File: src/hdl/fgia_ffz.sv
// Find-first-zero over one bitmap word, ignoring bits past the end of the group.
// No dependencies.
module fgia_ffz #(
	parameter int WORD_BITS = 32
) (
	input  logic [WORD_BITS-1:0]           word,
	input  logic [$clog2(WORD_BITS+1)-1:0] lim,
	output logic                           hit,
	output logic [$clog2(WORD_BITS)-1:0]   idx
);

	localparam int LIM_W = $clog2(WORD_BITS + 1);
	localparam int BIT_W = $clog2(WORD_BITS);

	logic [WORD_BITS-1:0] free;

	// Free and inside the group
	always_comb begin
		for (int b = 0; b < WORD_BITS; b++) begin
			free[b] = !word[b] && (LIM_W'(b) < lim);
		end
	end

	// Lowest free bit wins
	always_comb begin
		hit = |free;
		idx = '0;
		for (int b = WORD_BITS - 1; b >= 0; b--) begin
			if (free[b]) begin
				idx = BIT_W'(b);
			end
		end
	end

endmodule

File: config.mk
export PLATFORM = sky130hd
export DESIGN_NAME = fgia_ffz
export DESIGN_NICKNAME = d
export VERILOG_FILES = /design/src/hdl/fgia_ffz.sv
export SDC_FILE = /design/constraint.sdc
export NUM_CORES = 1
export LEC_CHECK = 0
export ABC_CLOCK_PERIOD_IN_PS = 4300
export BUFFER_PORTS_ARGS = -buffer_cell sky130_fd_sc_hd__buf_2
export CAP_MARGIN = 20
export CORE_MARGIN = 2
export CORE_UTILIZATION = 40
export DETAILED_ROUTE_END_ITERATION = 12
export GPL_TIMING_DRIVEN = 0
export PLACE_DENSITY = 0.72
export SETUP_SLACK_MARGIN = 0.5
export SYNTH_ARGS = -nofsm -noshare
export SYNTH_HDL_FRONTEND = slang
export SYNTH_SLANG_ARGS = --single-unit
File: constraint.sdc
create_clock -name vclk -period 4.3
set_clock_uncertainty 0.15 [all_clocks]
set_input_delay 0.86 -clock vclk [all_inputs]
set_output_delay 0.86 -clock vclk [all_outputs]
set_load 0.01 [all_outputs]
Word level (Yosys, flattened, before mapping)

Index checks and enable logic that the tools add are counted.

Output and inout port bits: 6
Register bits: 0
Logic and storage cells: 129
Input port bits: 38

Order comparisons: 32
Muxes and demuxes: 32
Reduce and logical (&&, ||, !) cells: 65

Operators with widths:

| kind                 | count |
|---|---|
| $mux W5              | 32 |
| $lt A5 B6 Y1 const A | 16 |
| $lt A4 B6 Y1 const A | 8 |
| $logic_and A1 B1 Y1  | 32 |
| $logic_not A1 Y1     | 32 |
| $reduce_or A32 Y1    | 1 |
| $lt A3 B6 Y1 const A | 4 |
| $lt A1 B6 Y1 const A | 2 |
| $lt A2 B6 Y1 const A | 2 |

Depth between registers and ports, before layout

Depth in word-level cells: 34
Depth in mapped cells: 9
Gate-level depth less buffers: 6

Least setup slack after synthesis

OpenSTA, ideal clock, no wires.

Path type: input to output
Start point: input port lim[2]
End point: output port idx[0]
Cell stages on the path: 8
Path buffers: 2
Data required time: 3.290 ns
Arrival: 2.211 ns
Setup slack: 1.079 ns
Cell sequence: buf_6 -> buf_6 -> a211o_1 -> a21oi_1 -> o21ai_0 -> a221oi_2 -> o311ai_1 -> a31oi_1

Longest elaborated chain between the ends: 34
Elaborated cells on any way between the ends: 96
Those cells by class: order compare (32); mux (32); reduce/logical (32)

RTL lines:

| what                  | line | RTL |
|---|---|---|
| start: declaration    | 7    | `input logic [$clog2(WORD_BITS+1)-1:0] lim,` |
| $lt A5 B6 Y1          | 20   | `free[b] = !word[b] && (LIM_W'(b) < lim);` |
| $logic_and A1 B1 Y1   | 20   |  |
| $mux W5 (31 in a row) | 29   | `if (free[b]) begin` |
| $mux W5 (*)           | 29   |  |
| end: declaration      | 9    | `output logic [$clog2(WORD_BITS)-1:0] idx` |

Every way passes the cells marked *; elsewhere a longest branch is shown, timed or not.

Worst setup path after layout

Start point: input port lim[1]
End point: output port hit

Longest elaborated chain between the ends: 3
Elaborated cells on any way between the ends: 65
Those cells by class: order compare (32); reduce/logical (33)

RTL lines:

| what                                 | line | RTL |
|---|---|---|
| $lt A1 B6 Y1 (tied with other cells) | 20   |  |
| $logic_and A1 B1 Y1                  | 20   |  |
| $reduce_or A32 Y1 (*)                | 26   | `hit = \|free;` |
| end: declaration                     | 8    | `output logic hit,` |

Marks and branches as above.

==> impl_metrics.yaml <==
cells_and_area:
  layout.cells.non_filler: 238
  regArea_um2: 0
  n_antenna_cell: 0
  nClkBuffers: 0
  nets: 247
  multiInputGateArea_um2: 1040
  areaGrowthSynthToFinish_pct: 20.0
  fillers: 304
  seq_cell_count: 0
  drive_gt1_share_pct: 36.2
synthesis:
  synth_nets: 205
  synthMuxAreaShare_pct: 0
  yosys_warnings: 0
  synthTopCellsByArea: "buf_6 (8.5%), a21oi_1 (7.5%), nand2_1 (5.7%)"
  synth_cell_types: 61
  yosys.area_share.simple_pct: 39.4
  synthAdderAreaFrac_pct: 0
  synth_top_area_cell: "buf_6"
  synth_area_um2: 1190
  synth_top_area_share_pct: 8.49
  synthTopCellsByCount: "a21oi_1 (18), nand2_1 (18), nor2_1 (11), buf_6 (9), nand3_1 (9)"
  synth.avg_cell_area_um2: 7.15
  synthXorXnorAreaFrac_pct: 0
  yosysSeqAreaShare_pct: 0
  synth_top_family_by_area: "compound AO/OA/AOI/OAI gates"
  syn-instance-count: 167
  synth-compound-area-share_pct: 47.7
sta:
  setup_slack_ns: 0.661
  tightestPinTransition_ns: 0.500
  finalCriticalPeriod_ns: 3.64
  timing.fmax_mhz: 275
  setup_viol: 0
  rsz0062_at_grt: "no"
  maxSlewViolCount: 0
  slew_headroom_pct: 66.6
  fin_crit_sh_pct: 84.6
  whs_ns: 1.91
  final-hold-violation-count: 0
  tns_ns: 0
clocking:
  postCtsHoldBufs: 0
  post_cts_resized: 0
  post-cts-setup-buffers: 0
global_route:
  antenna_found_initial: 0
  grt_max_degree: 11
  grt_pass1_wl_mm: 6.09
  grt_pass1_vias: 1369
  overflow: 0
  grtUsageTotal_pct: 21.6
critical_path:
  worstPathArrival_ns: 2.63
  cp_slowest_cell: "nor3b_1"
  critPathLaunchType: "primary input"
  cp_slowest_stage_delay_ns: 0.45
  path_buf_inv: 4
  worst-path-stages: 9
  crit_required_ns: 3.29
  worstSetupPathType: "in -> out"
  cp_max_fo: 10
  crit_chain: "buf_2 -> buf_6 -> buf_6 -> o211ai_1 -> a21o_1 -> nor3b_1 -> nand4_1 -> or2_1 -> buf_2"
  end_kind: "output pin"
  crit_family: "simple AND/OR/NAND/NOR gates"
detailed_routing:
  post-route-drc-count: 4
  firstDrtPassIters: 8
  vias: 1470
  wl_mm: 3.64
  wl_per_cell_um: 15.3
  via_per_inst: 6.18
  ant_nets: 0
  drt-initial-drc-count: 47
die:
  dieArea_um2: 3440
  die_x_um: 58.6
  start_util_pct: 42.6
  num_rows: 19
  chipHeight_um: 58.6
  io-pin-count: 44
  core_area_um2: 2810
place:
  dpl.hpwl_mm: 2.93
  dp_cells: 238
  portBuffers: 40
  dp_worst_setup_slack_ns: 0.705
  place_congestion: 0.913
pwr:
  p_switching_mw: 0.0809
  power_frac_clock_pct: 0
  power_density_nw_per_um2: 100
  combPwrFrac_pct: 100.0
  vdd_drop_max_mv: 0.0450
  switching_share_pct: 56.3
  internal_power_mw: 0.0627
  power.leakage_nw: 0.585
  power_mw: 0.144
  sequentialPowerShare_pct: 0
status:
  violations: "design-rule violations"
  status: "finished with violations"
run:
  cap_violations: 0
hold_path:
  min_path_type: "in -> out"
  hold_depth: 4
cells by family after synthesis:
| kind of cell | Yosys count |
|---|---|
| and+or+nand+nor | 76 |
| AOI/OAI and AO/OA | 75 |
| buffers and inverters | 16 |
worst paths after layout:
path,from,endpoint
max,lim[1],hit
min,word[0],idx[0]
layout make-up:
cell class	instances	area share (%)
buffer	13	9.96
inverter	3	0.786
multi-input combinational	151	72.6
tap	31	2.71
timing repair buffer	40	14.0
layer usage:
layer  GRT usage, %  up-vias  wire length, um
met5              0        -                0
met4           4.87        0               78
met3           1.76        8              218
met2           36.4       48             1690
met1           30.1      673             1650
li1               -      741                -
power groups by stage:
stage	registers, mW	logic [mW]	clock network, mW
2_1_floorplan	0	0.0984	0
3_3_place_gp	0	0.141	0
4_1_cts	0	0.142	0
6_report	0	0.144	0
3_5_place_dp	0	0.141	0
5_1_grt	0	0.157	0
stage by stage:
stage / utilization (%) / cell area, um2
2_1_floorplan: - / 1190
3_3_place_gp: 51.1 / 1430
4_1_cts: 51.1 / 1430
3_5_place_dp: 51.1 / 1430
5_1_grt: 51.1 / 1430
6_report: 51.1 / 1430
cells in the final DEF (no fill, tap or decap), types with 3 or more instances in the layout:
cell type / count
buf_2: 41
nand2_1: 18
a21oi_1: 18
nor2_1: 11
buf_6: 9
nand3_1: 9
o21ai_0: 8
nor3_1: 6
nand2b_1: 5
o211ai_1: 5
nor2b_1: 5
a31oi_1: 4
o31ai_1: 4
nand4_1: 3
a21bo_2: 3
inv_1: 3
a211oi_2: 3
a21o_1: 3
a211o_1: 3
(Power assumes the default switching activity.)
