===== src/hdl/fgia_pkg.sv =====
// Shared widths, register codes and reset values for the flex group inode allocator.
// No dependencies; fgia_if, fgia_div, top and checker use scoped names, tb imports it.
package fgia_pkg;

	// Payload widths
	localparam int PARENT_W = 18;
	localparam int IPG_W    = 14;
	localparam int LOG_W    = 3;
	localparam int GC_W     = 5;
	localparam int TOTAL_W  = 18;

	// Configuration port
	localparam int CFG_DATA_W = 14;
	localparam int CFG_IDX_W  = 2;

	localparam logic [CFG_IDX_W-1:0] CFG_IPG = 2'd0;
	localparam logic [CFG_IDX_W-1:0] CFG_LOG = 2'd1;
	localparam logic [CFG_IDX_W-1:0] CFG_GC  = 2'd2;

	localparam logic [IPG_W-1:0] IPG_RESET = 14'd8192;
	localparam logic [LOG_W-1:0] LOG_RESET = 3'd4;
	localparam logic [GC_W-1:0]  GC_RESET  = 5'd16;

	// Smallest usable group size
	localparam logic [IPG_W-1:0] IPG_MIN = 14'd8;

	// Default sizing of the storage
	localparam int NUM_GROUPS_DEF = 16;
	localparam int MAX_IPG_DEF    = 8192;
	localparam int WORD_BITS_DEF  = 32;

endpackage


===== src/hdl/fgia_div.sv =====
// Restoring divider, one quotient bit per cycle: parent offset over group size.
// Depends on fgia_pkg for the operand widths.
module fgia_div (
	input  logic                           clk,
	input  logic                           arst_n,
	input  logic                           start,
	input  logic [fgia_pkg::PARENT_W-1:0]  dividend,
	input  logic [fgia_pkg::IPG_W-1:0]     divisor,
	output logic                           done,
	output logic [fgia_pkg::PARENT_W-1:0]  quotient
);

	localparam int QW    = fgia_pkg::PARENT_W;
	localparam int RW    = fgia_pkg::IPG_W;
	localparam int CNT_W = $clog2(QW);

	logic [QW-1:0]    quo_q;
	logic [RW-1:0]    rem_q;
	logic [RW-1:0]    dvs_q;
	logic [CNT_W-1:0] cnt_q;
	logic             busy_q;
	logic             done_q;

	logic [RW:0]      trial;
	logic             ge;
	logic [RW-1:0]    rem_nxt;

	// One trial subtraction per step
	always_comb begin
		trial   = {rem_q, quo_q[QW-1]};
		ge      = trial >= {1'b0, dvs_q};
		rem_nxt = ge ? RW'(trial - {1'b0, dvs_q}) : trial[RW-1:0];
	end

	// Control
	always_ff @(posedge clk or negedge arst_n) begin
		if (!arst_n) begin
			busy_q <= 1'b0;
			done_q <= 1'b0;
			cnt_q  <= '0;
		end else begin
			done_q <= 1'b0;
			if (start) begin
				busy_q <= 1'b1;
				cnt_q  <= '0;
			end else if (busy_q) begin
				cnt_q <= cnt_q + CNT_W'(1);
				if (cnt_q == CNT_W'(QW - 1)) begin
					busy_q <= 1'b0;
					done_q <= 1'b1;
				end
			end
		end
	end

	// Datapath: dividend shifts out of the top while quotient bits shift in
	always_ff @(posedge clk) begin
		if (start) begin
			quo_q <= dividend;
			rem_q <= '0;
			dvs_q <= divisor;
		end else if (busy_q) begin
			quo_q <= {quo_q[QW-2:0], ge};
			rem_q <= rem_nxt;
		end
	end

	assign done     = done_q;
	assign quotient = quo_q;

endmodule


===== config.mk =====
export PLATFORM = sky130hd
export DESIGN_NAME = fgia_div
export DESIGN_NICKNAME = d
export VERILOG_FILES = /design/src/hdl/fgia_pkg.sv /design/src/hdl/fgia_div.sv
export SDC_FILE = /design/constraint.sdc
export NUM_CORES = 1
export LEC_CHECK = 0
export BUFFER_PORTS_ARGS = -buffer_cell sky130_fd_sc_hd__clkbuf_2
export CAP_MARGIN = 10
export CORE_MARGIN = 4
export CORE_UTILIZATION = 40
export CTS_BUF_LIST = sky130_fd_sc_hd__clkbuf_4 sky130_fd_sc_hd__clkbuf_8
export DETAILED_ROUTE_END_ITERATION = 10
export GPL_ROUTABILITY_DRIVEN = 0
export RECOVER_POWER = 25
export SYNTH_ARGS = -nofsm -noshare
export SYNTH_HDL_FRONTEND = slang
export SYNTH_SLANG_ARGS = --single-unit

===== constraint.sdc =====
create_clock -name clk -period 2.7 [get_ports clk]
set_input_delay 0 -clock clk [delete_from_list [all_inputs] [get_ports clk]]
set_output_delay 0 -clock clk [all_outputs]
set_load 0.1 [all_outputs]

# == Word-level counts from Yosys, hierarchy flattened ==
# Cells that the tools add are included.
# totals
regBits,53
latch_bits,0
ram_bits,0
mem_bits_ro,0
inputBits,35
output_inout_bits,19
wordCells,22
memories,0
# op_classes
n_addsub,2
mul,0
div_mod_pow,0
order_cmp,1
n_eq_ne,1
shifts,0
mux,11
n_bitwise,0
n_reduce_logical,1
# ops
cell,n
$mux 18,2
$ge 15x14->1,1
$mux 14,1
$sub 14x14->14,1
$mux 5,2
$mux 1,6
$add 5x1->5 const B,1
$eq 5x5->1 const B,1
$reduce_bool 2->1,1

# == Longest topological paths before layout ==
# Gate-level depths: netlist (run 1).
# depth
word_depth,4
depth_mapped,11
depth_no_buf,11

# == Least setup slack after synthesis (run 1) ==
# Ideal clock, no wire load.
# synth_path
path_kind,reg-to-reg
startpoint,"register quo_q[17], in the netlist quotient[17]"
endpoint,"register quo_q[0], in the netlist quotient[0] (data pin)"
setup_time_ns,0.260
arrival_ns,2.448
required_ns,2.440
path_slack_ns,-0.008
stages_incl_launch_ff,10
path_buffers,1
period_less_slack_ns,2.708
path_cell_list,edfxtp_1 > inv_1 > ha_1 > nand2b_1 > a211oi_2 > o21a_4 > o31ai_4 > nand2_4 > buf_6 > mux2_2
# synth_between
elab_chain_len,3
# synth_lines
element,line_no,source
"start, declared",fgia_div.sv:17,logic [QW-1:0] quo_q;
"start signal, assigned",fgia_div.sv:59,quo_q <= dividend;
"start signal, assigned",fgia_div.sv:63,"quo_q <= {quo_q[QW-2:0], ge};"
$ge 15x14->1,fgia_div.sv:31,"ge = trial >= {1'b0, dvs_q};"
$mux 18,fgia_div.sv:62,end else if (busy_q) begin
$mux 18,fgia_div.sv:58,if (start) begin
# No other way between the ends. The select of a mux whose other input is x is not followed.
# A chain may end at the register's enable or synchronous reset.

# == Worst setup path after layout (run 1) ==
# layout_path
startpoint,"register quo_q[17], in the netlist quotient[17]"
endpoint,register rem_q[10]
# layout_between
elab_chain_len,2
elab_cells_between_ends,3
classes_between,add/sub: 1; order compare: 1; mux: 1
# layout_lines
element,line_no,source
$sub 14x14->14 or $ge 15x14->1 (tied branches),"fgia_div.sv:32, fgia_div.sv:31",
$mux 14 (*),fgia_div.sv:32,"rem_nxt = ge ? RW'(trial - {1'b0, dvs_q}) : trial[RW-1:0];"
"end signal, assigned",fgia_div.sv:64,rem_q <= rem_nxt;
"end, declared",fgia_div.sv:18,logic [RW-1:0] rem_q;
# Mark *: on every way between the ends. The rest lies on a longest branch, timed or not.

==> impl_results.md, run 1 <==
* Max Root-Sink Buffers at 2
* Core area at 6907 um^2
* TritonCTS Buffers at 5
* Max Freq at 408.2 MHz
* Non-Filler Cell Area, Final at 3645 um^2
* Post-synth EDFFs at 32
* P_leak at 1.553 nW
* Reg power frac at 38.1%
* Drt pass-1 iters at 4
* Synth Net Count at 303
* Psw at 0.001200 W
* Layout fillers at 674
* Initial antenna violation count at 0
* Clk_lat worst skew at 300 ps
* Synthesized area at 2893 um^2
* Worst-path clk slew at 100 ps
* Cell taking the most area after synthesis: edfxtp_1
* Vias in the first global route at 2159
* ANT cells at 0
* Total gr overflow at 0
* Max_cap viols at 0
* Pwr Density at 790.1 nW/um^2
* DIE AREA at 8656 um^2
* Final wirelength at 5724 um
* Root Driver: clkbuf_8
* Final max-slew violation count at 0
* Buffers on Ports at 53
* Largest net degree at the start of global routing at 27
* Ranking of synthesized cells by area: edfxtp_1 33%, dfxtp_1 9.7%, ha_1 7.4%
* Final setup margin at 250.0 ps
* CP arrival at 2650 ps
* Fin crit share at 90.74%
* Most used cell, CP: o21a_1
* Post-CTS Resized at 0
* CTS HTree Levels at 2
* # IOs at 54
* Peak supply drop at 0.4127 mV
* Flops & latches, synth at 53
* Vias per std cell at 4.926
* Synth cell types at 49
* Comb pwr share at 45.9%
* CP startpoint kind: flop
* Least-Margin Pin Slew at 1139 ps
* Post-synth top flop: edfxtp_1
* Post-Place Cells at 392
* DP Wirelength at 4043 um
* Async SR Flop Fraction at 13.21%
* Layout cell share with drive strength beyond 1 at 27.38%
* Nets at 388
* Tot GR Track Use at 13.94%
* Util after Layout at 52.77%
* Yosys Warn Count at 0
* Fin cells at 432
* Cell count after synthesis at 250
* Switching Share at 41.68%
* DR iter-0 viols at 76
* Tmin final at 2450 ps
* CP max-delay cell: edfxtp_1
* Rows at 30
* Clk sink count at 53
* Yosys top cell area share at 33.22%
* Placed instance area at 3237 um^2
* Die W at 93.04 um
* Routed Antenna Nets at 0
* Crit Path Max Fanout at 3
* Routed WL per cell at 13.25 um
* TNS Setup at 0 ps
* CTS tree: built
* Residual DRC at 0
* Part of the Yosys area used for sequential elements at 48.96%
* Status: finished, final reports clean
* First-pass GRT wire length at 9908 um
* Syn avg cell area at 11.57 um^2
* DR vias at 2128
* RSZ-0062 raised after global routing: false
* Fin. Hold Viols at 0
* CTS Hold Bufs at 32
* Kind of critical path: flop to flop
* Worst hold path type: input port to flop
* Skew final at 8.427 ps
* Setup Buffers After CTS at 0
* Critical Path RT at 2900 ps
* Pre-CTS setup slack at 286.6 ps
* Crit-path max cell delay at 420 ps
* Clock Power Share at 16.0%
* Initial core utilization at 41.88%
* # setup viols final at 0
* Die Ht at 93.04 um
* Crit-path cells: inv_2, ha_1, inv_1, fa_1, nand3_1, a21oi_1, o21a_1, o21a_1, o21ai_0, o311ai_1, a311oi_1
* Internal power at 0.001680 W
* Worst Setup End Kind: flop
* Area Overhead vs Synth at 25.99%
* Worst slew margin at 24.06%
power groups by stage:
stage,registers [W],clock network (W),logic [W]
6_report,0.00110,0.000462,0.00132
5_1_grt,0.00111,0.000515,0.00145
4_1_cts,0.00110,0.000489,0.00133
3_5_place_dp,0.00111,0,0.00129
3_3_place_gp,0.00111,0,0.00129
2_1_floorplan,0.00138,0,0.000816
stage by stage:
| stage | hold WS, ps | total power [W] |
|---|---|---|
| after global placement | -150.7 | 0.002400 |
| after CTS | 1.266 | 0.002918 |
| final | 16.29 | 0.002880 |
| after floorplan | -295.6 | 0.002196 |
| after global routing | 13.99 | 0.003083 |
| after detailed placement | -148.0 | 0.002403 |
kinds of logic after synthesis:
family                     after synthesis  share of synthesized area, %
xor gates and xnor gates                13                         3.936
DFF                                     53                         48.96
AOI/OAI and AO/OA                       54                         14.23
muxes                                   24                         9.083
and+or+nand+nor                         60                         11.20
adders and majority gates               18                         8.045
buffers and inverters                   28                         4.541
registers in the layout, indices dropped and copies added, names as in the netlist:
| signal | count |
|---|---|
| busy_q | 1 |
| cnt_q | 5 |
| done | 1 |
| dvs_q | 14 |
| quotient | 18 |
| rem_q | 14 |
worst paths after layout:
path,start,end,slack (ps),cells past startpoint
setup reg to reg,quotient[17]$_DFFE_PP_,rem_q[10]$_SDFFE_PP0P_,250,11
setup / recovery,quotient[17]$_DFFE_PP_,rem_q[10]$_SDFFE_PP0P_,250,11
min in group asynchronous,arst_n,done$_DFF_PN0_,120,2
hold / removal,dividend[14],quotient[14]$_DFFE_PP_,20,2
max in group asynchronous,arst_n,cnt_q[2]$_DFFE_PN0P_,2300,2
hold reg to reg,rem_q[8]$_SDFFE_PP0P_,rem_q[8]$_SDFFE_PP0P_,510,2
routing by layer:
| metal | vias to the layer above | routed length [um] | track usage, % | part of all wire (%) |
|---|---|---|---|---|
| li1 | 1091 | - | - | - |
| met1 | 1002 | 2569 | 18.60 | 45 |
| met2 | 31 | 2961 | 24.00 | 52 |
| met3 | 4 | 152 | 2.172 | 2.7 |
| met4 | 0 | 41 | 2.930 | 0.72 |
| met5 | - | 0 | 0 | 0 |
cell usage after synthesis, drive strengths merged, types with 2 or more instances:
master	instances
a211oi	11
a21o	2
a21oi	15
a311oi	3
buf	4
clkbuf	6
dfrtp	7
dfxtp	14
edfxtp	32
ha	17
inv	18
mux2	18
mux2i	6
nand2	11
nand2b	4
nand3	7
nand4	4
nor2	19
nor3	5
nor3b	2
nor4	2
o21a	3
o21ai	8
o21bai	2
o22ai	2
o311ai	2
o31ai	2
xnor2	4
xor2	9
final cells by class:
| type | count | area, um^2 | share of cell area, % |
|---|---|---|---|
| Sequential cell | 53 | 1416 | 38.86 |
| Tap cell | 96 | 120.1 | 3.296 |
| Inverter | 18 | 67.56 | 1.854 |
| Clock buffer | 5 | 68.82 | 1.888 |
| Clock inverter | 3 | 25.02 | 0.6866 |
| Multi-Input combinational cell | 169 | 1345 | 36.90 |
| Timing Repair Buffer | 88 | 601.8 | 16.51 |
critical path: cells and delay by family, from the launching register on:
kind | cells | cell delay [ps]
AO/OA/AOI/OAI | 6 | 1080
adder cells (fa/ha/maj) | 2 | 550
buffers and inverters | 2 | 150
flip-flops | 1 | 420
AND/OR/NAND/NOR | 1 | 140
placed cells by master (no fill, tap or decap), types with 5 or more instances in the layout:
master / netlist / layout
clkbuf_2: 0 / 51
edfxtp_1: 32 / 32
dlygate4sd3_1: 0 / 32
nor2_1: 19 / 19
mux2_2: 18 / 18
inv_1: 18 / 17
ha_1: 17 / 17
dfxtp_1: 14 / 14
a21oi_1: 13 / 13
a211oi_1: 10 / 10
nand2_1: 9 / 9
xor2_1: 9 / 9
o21ai_0: 8 / 8
nand3_1: 7 / 7
dfrtp_1: 7 / 7
mux2i_1: 6 / 6
clkbuf_8: 0 / 5
(Power assumes the default switching activity.)
==> inputs of run 2 (changes only) <==
ABC_AREA = 1   (was default)
==> run 2 against run 1 <==
Hold slack improved by 86 ps. Combinational power rose by 11%. Clock-buffer cell count rose by 1. Sequential power barely moved. Synthesized area rose by 8.0%. Fmax rose by 14%. Critical endpoint is now rem_q[8]$_SDFFE_PP0P_. Largest power group unchanged. Highest routed layer unchanged.
==> impl_results.md, run 2 <==
* Post-synth EDFFs at 32
* Setup Buffers After CTS at 0
* Synth cell types at 33
* Root Driver: clkbuf_8
* Final wirelength at 7322 um
* Max Root-Sink Buffers at 2
* Initial antenna violation count at 0
* Critical Path RT at 2910 ps
* CTS HTree Levels at 2
* Layout cell share with drive strength beyond 1 at 17.11%
* Critical path's top delay family: adder cells
* Skew final at 9.309 ps
* Worst slew margin at 51.37%
* Cell count after synthesis at 395
* CTS tree: built
* ANT cells at 0
* Commonest cells after routing, fill and taps aside: 151 x nand2_1, 54 x inv_1, 51 x clkbuf_2
* Clk_lat worst skew at 310 ps
* Worst hold path type: input port to asynchronous set/reset pin
* TritonCTS Buffers at 5
* Crit-path cells: inv_1, ha_1, inv_1, fa_1, nand3_1, nand3_1, a21oi_1, xor2_1, nand2_1, nand2_1, nand2_1
* Clk sink count at 53
* DR iter-0 viols at 115
* Synthesized area at 3124 um^2
* Kind of critical path: flop to flop
* Layout fillers at 718
* Synth cell count leaders: 151 x nand2_1, 54 x inv_1, 32 x edfxtp_1
* Cell taking the most area after synthesis: edfxtp_1
* Drt pass-1 iters at 4
* First-pass GRT wire length at 12310 um
* Final max-slew violation count at 0
* Ranking of synthesized cells by area: edfxtp_1 31%, nand2_1 18%, dfxtp_1 9.0%
* Worst Setup End Kind: flop
* DP Wirelength at 5126 um
* Crit Path Max Fanout at 4
* # setup viols final at 0
* WP buf/inv at 2
* Status: finished, final reports clean
* CP max-delay cell: fa_1
* DIE AREA at 9288 um^2
* Routed Antenna Nets at 0
* Most common cell after layout, fill and taps aside: nand2_1
* Die Ht at 96.38 um
* Fin. Hold Viols at 0
* Area Overhead vs Synth at 25.79%
* Part of the Yosys area used for sequential elements at 45.33%
* RSZ-0062 raised after global routing: false
* Most common cell in the netlist: nand2_1
* Routed WL per cell at 12.54 um
* Largest net degree at the start of global routing at 29
* Pwr Density at 788.8 nW/um^2
* Max_cap viols at 0
* CP arrival at 2370 ps
* Rows at 31
* Total gr overflow at 0
* Hold WS at 102.6 ps
* Buffers on Ports at 53
* Core area at 7408 um^2
* Worst-path clk slew at 90 ps
* Post-synth top flop: edfxtp_1
* R2r startpoint: quotient[17]$_DFFE_PP_
* Tot GR Track Use at 16.79%
* Register area at 1416 um^2
* Async SR Flop Fraction at 13.21%
* DR vias at 2758
* Yosys Warn Count at 0
* Tmin final at 2155 ps
* Most used cell, CP: nand2_1
* Nets at 537
* Vias per std cell at 4.723
* CP startpoint kind: flop
* Max reg flops at 18
* Syn avg cell area at 7.909 um^2
* Fin cells at 584
* Residual DRC at 0
* Synth Net Count at 448
* # IOs at 54
* Fin crit share at 79.81%
* Multi-input gate area at 1456 um^2
* Vias in the first global route at 2672
* Flops & latches, synth at 53
* Peak supply drop at 0.3690 mV
* Crit-path max cell delay at 430 ps
* Yosys top cell area share at 30.76%
* Post-Place Cells at 543
* Worst setup path start: quotient[17]$_DFFE_PP_
* TNS Setup at 0 ps
* P_leak at 2.022 nW
* Least-Margin Pin Slew at 728.6 ps
* Die W at 96.38 um
* Max Freq at 464.1 MHz
* Initial core utilization at 42.17%
## run 2: final cells by class
| class | instances | area share (%) |
|---|---|---|
| multi-input combinational | 280 | 37.06 |
| sequential | 53 | 36.04 |
| timing repair buffer | 89 | 15.66 |
| inverter | 55 | 5.253 |
| tap | 99 | 3.152 |
| clock buffer | 6 | 1.942 |
| clock inverter | 2 | 0.8914 |
## run 2: path summary, 6_finish.rpt
kind	end	slack, ps	depth (start not counted)
max in group asynchronous	cnt_q[2]$_DFFE_PN0P_	2330	2
max	rem_q[8]$_SDFFE_PP0P_	550	11
min in group clk	dvs_q[6]$_DFFE_PP_	160	1
max reg2reg	rem_q[8]$_SDFFE_PP0P_	550	11
min	done$_DFF_PN0_	100	2
min reg2reg	rem_q[12]$_SDFFE_PP0P_	480	2
## run 2: per-stage QoR
stage                     setup slack, ps  total power, W  instance area (um^2)  utilization, %
after floorplan                     311.6        0.002277                  3124               -
after global placement              565.2        0.002507                  3491           47.12
after detailed placement            533.3        0.002516                  3491           47.12
after CTS                           500.9        0.003118                  3933           53.08
after global routing                365.8        0.003327                  3930           53.05
final                               545.2        0.003100                  3930           53.05
## run 2: cell families after synthesis
| group | share of synthesized area (%) |
|---|---|
| buf+inv | 8.049 |
| compound gates | 4.005 |
| fa+ha+maj | 7.449 |
| simple gates | 33.20 |
| flops | 45.33 |
| xor+xnor | 1.962 |
## run 2: repair_timing
item                                   in CTS  in global routing
gates resized for setup                     0                  0
endpoints found under the hold margin      39                  0
hold buffers                               33                  0
## run 2: power by group
| group | internal [W] | total, W | switching, W |
|---|---|---|---|
| Sequential | 0.000993 | 0.00109 | 0.0000935 |
| Clock | 0.000286 | 0.000555 | 0.000269 |
| Combinational | 0.000478 | 0.00146 | 0.000981 |
| Total | 0.00176 | 0.00310 | 0.00134 |
## run 2: metal layers
| metal | vias to the layer above | global-route usage [%] | share of wire (%) |
|---|---|---|---|
| met4 | 0 | 5.607 | 1.4 |
| met3 | 8 | 3.796 | 5.4 |
| met2 | 69 | 27.20 | 46 |
| met1 | 1251 | 22.20 | 48 |
| li1 | 1430 | - | - |
| met5 | - | 0 | 0 |
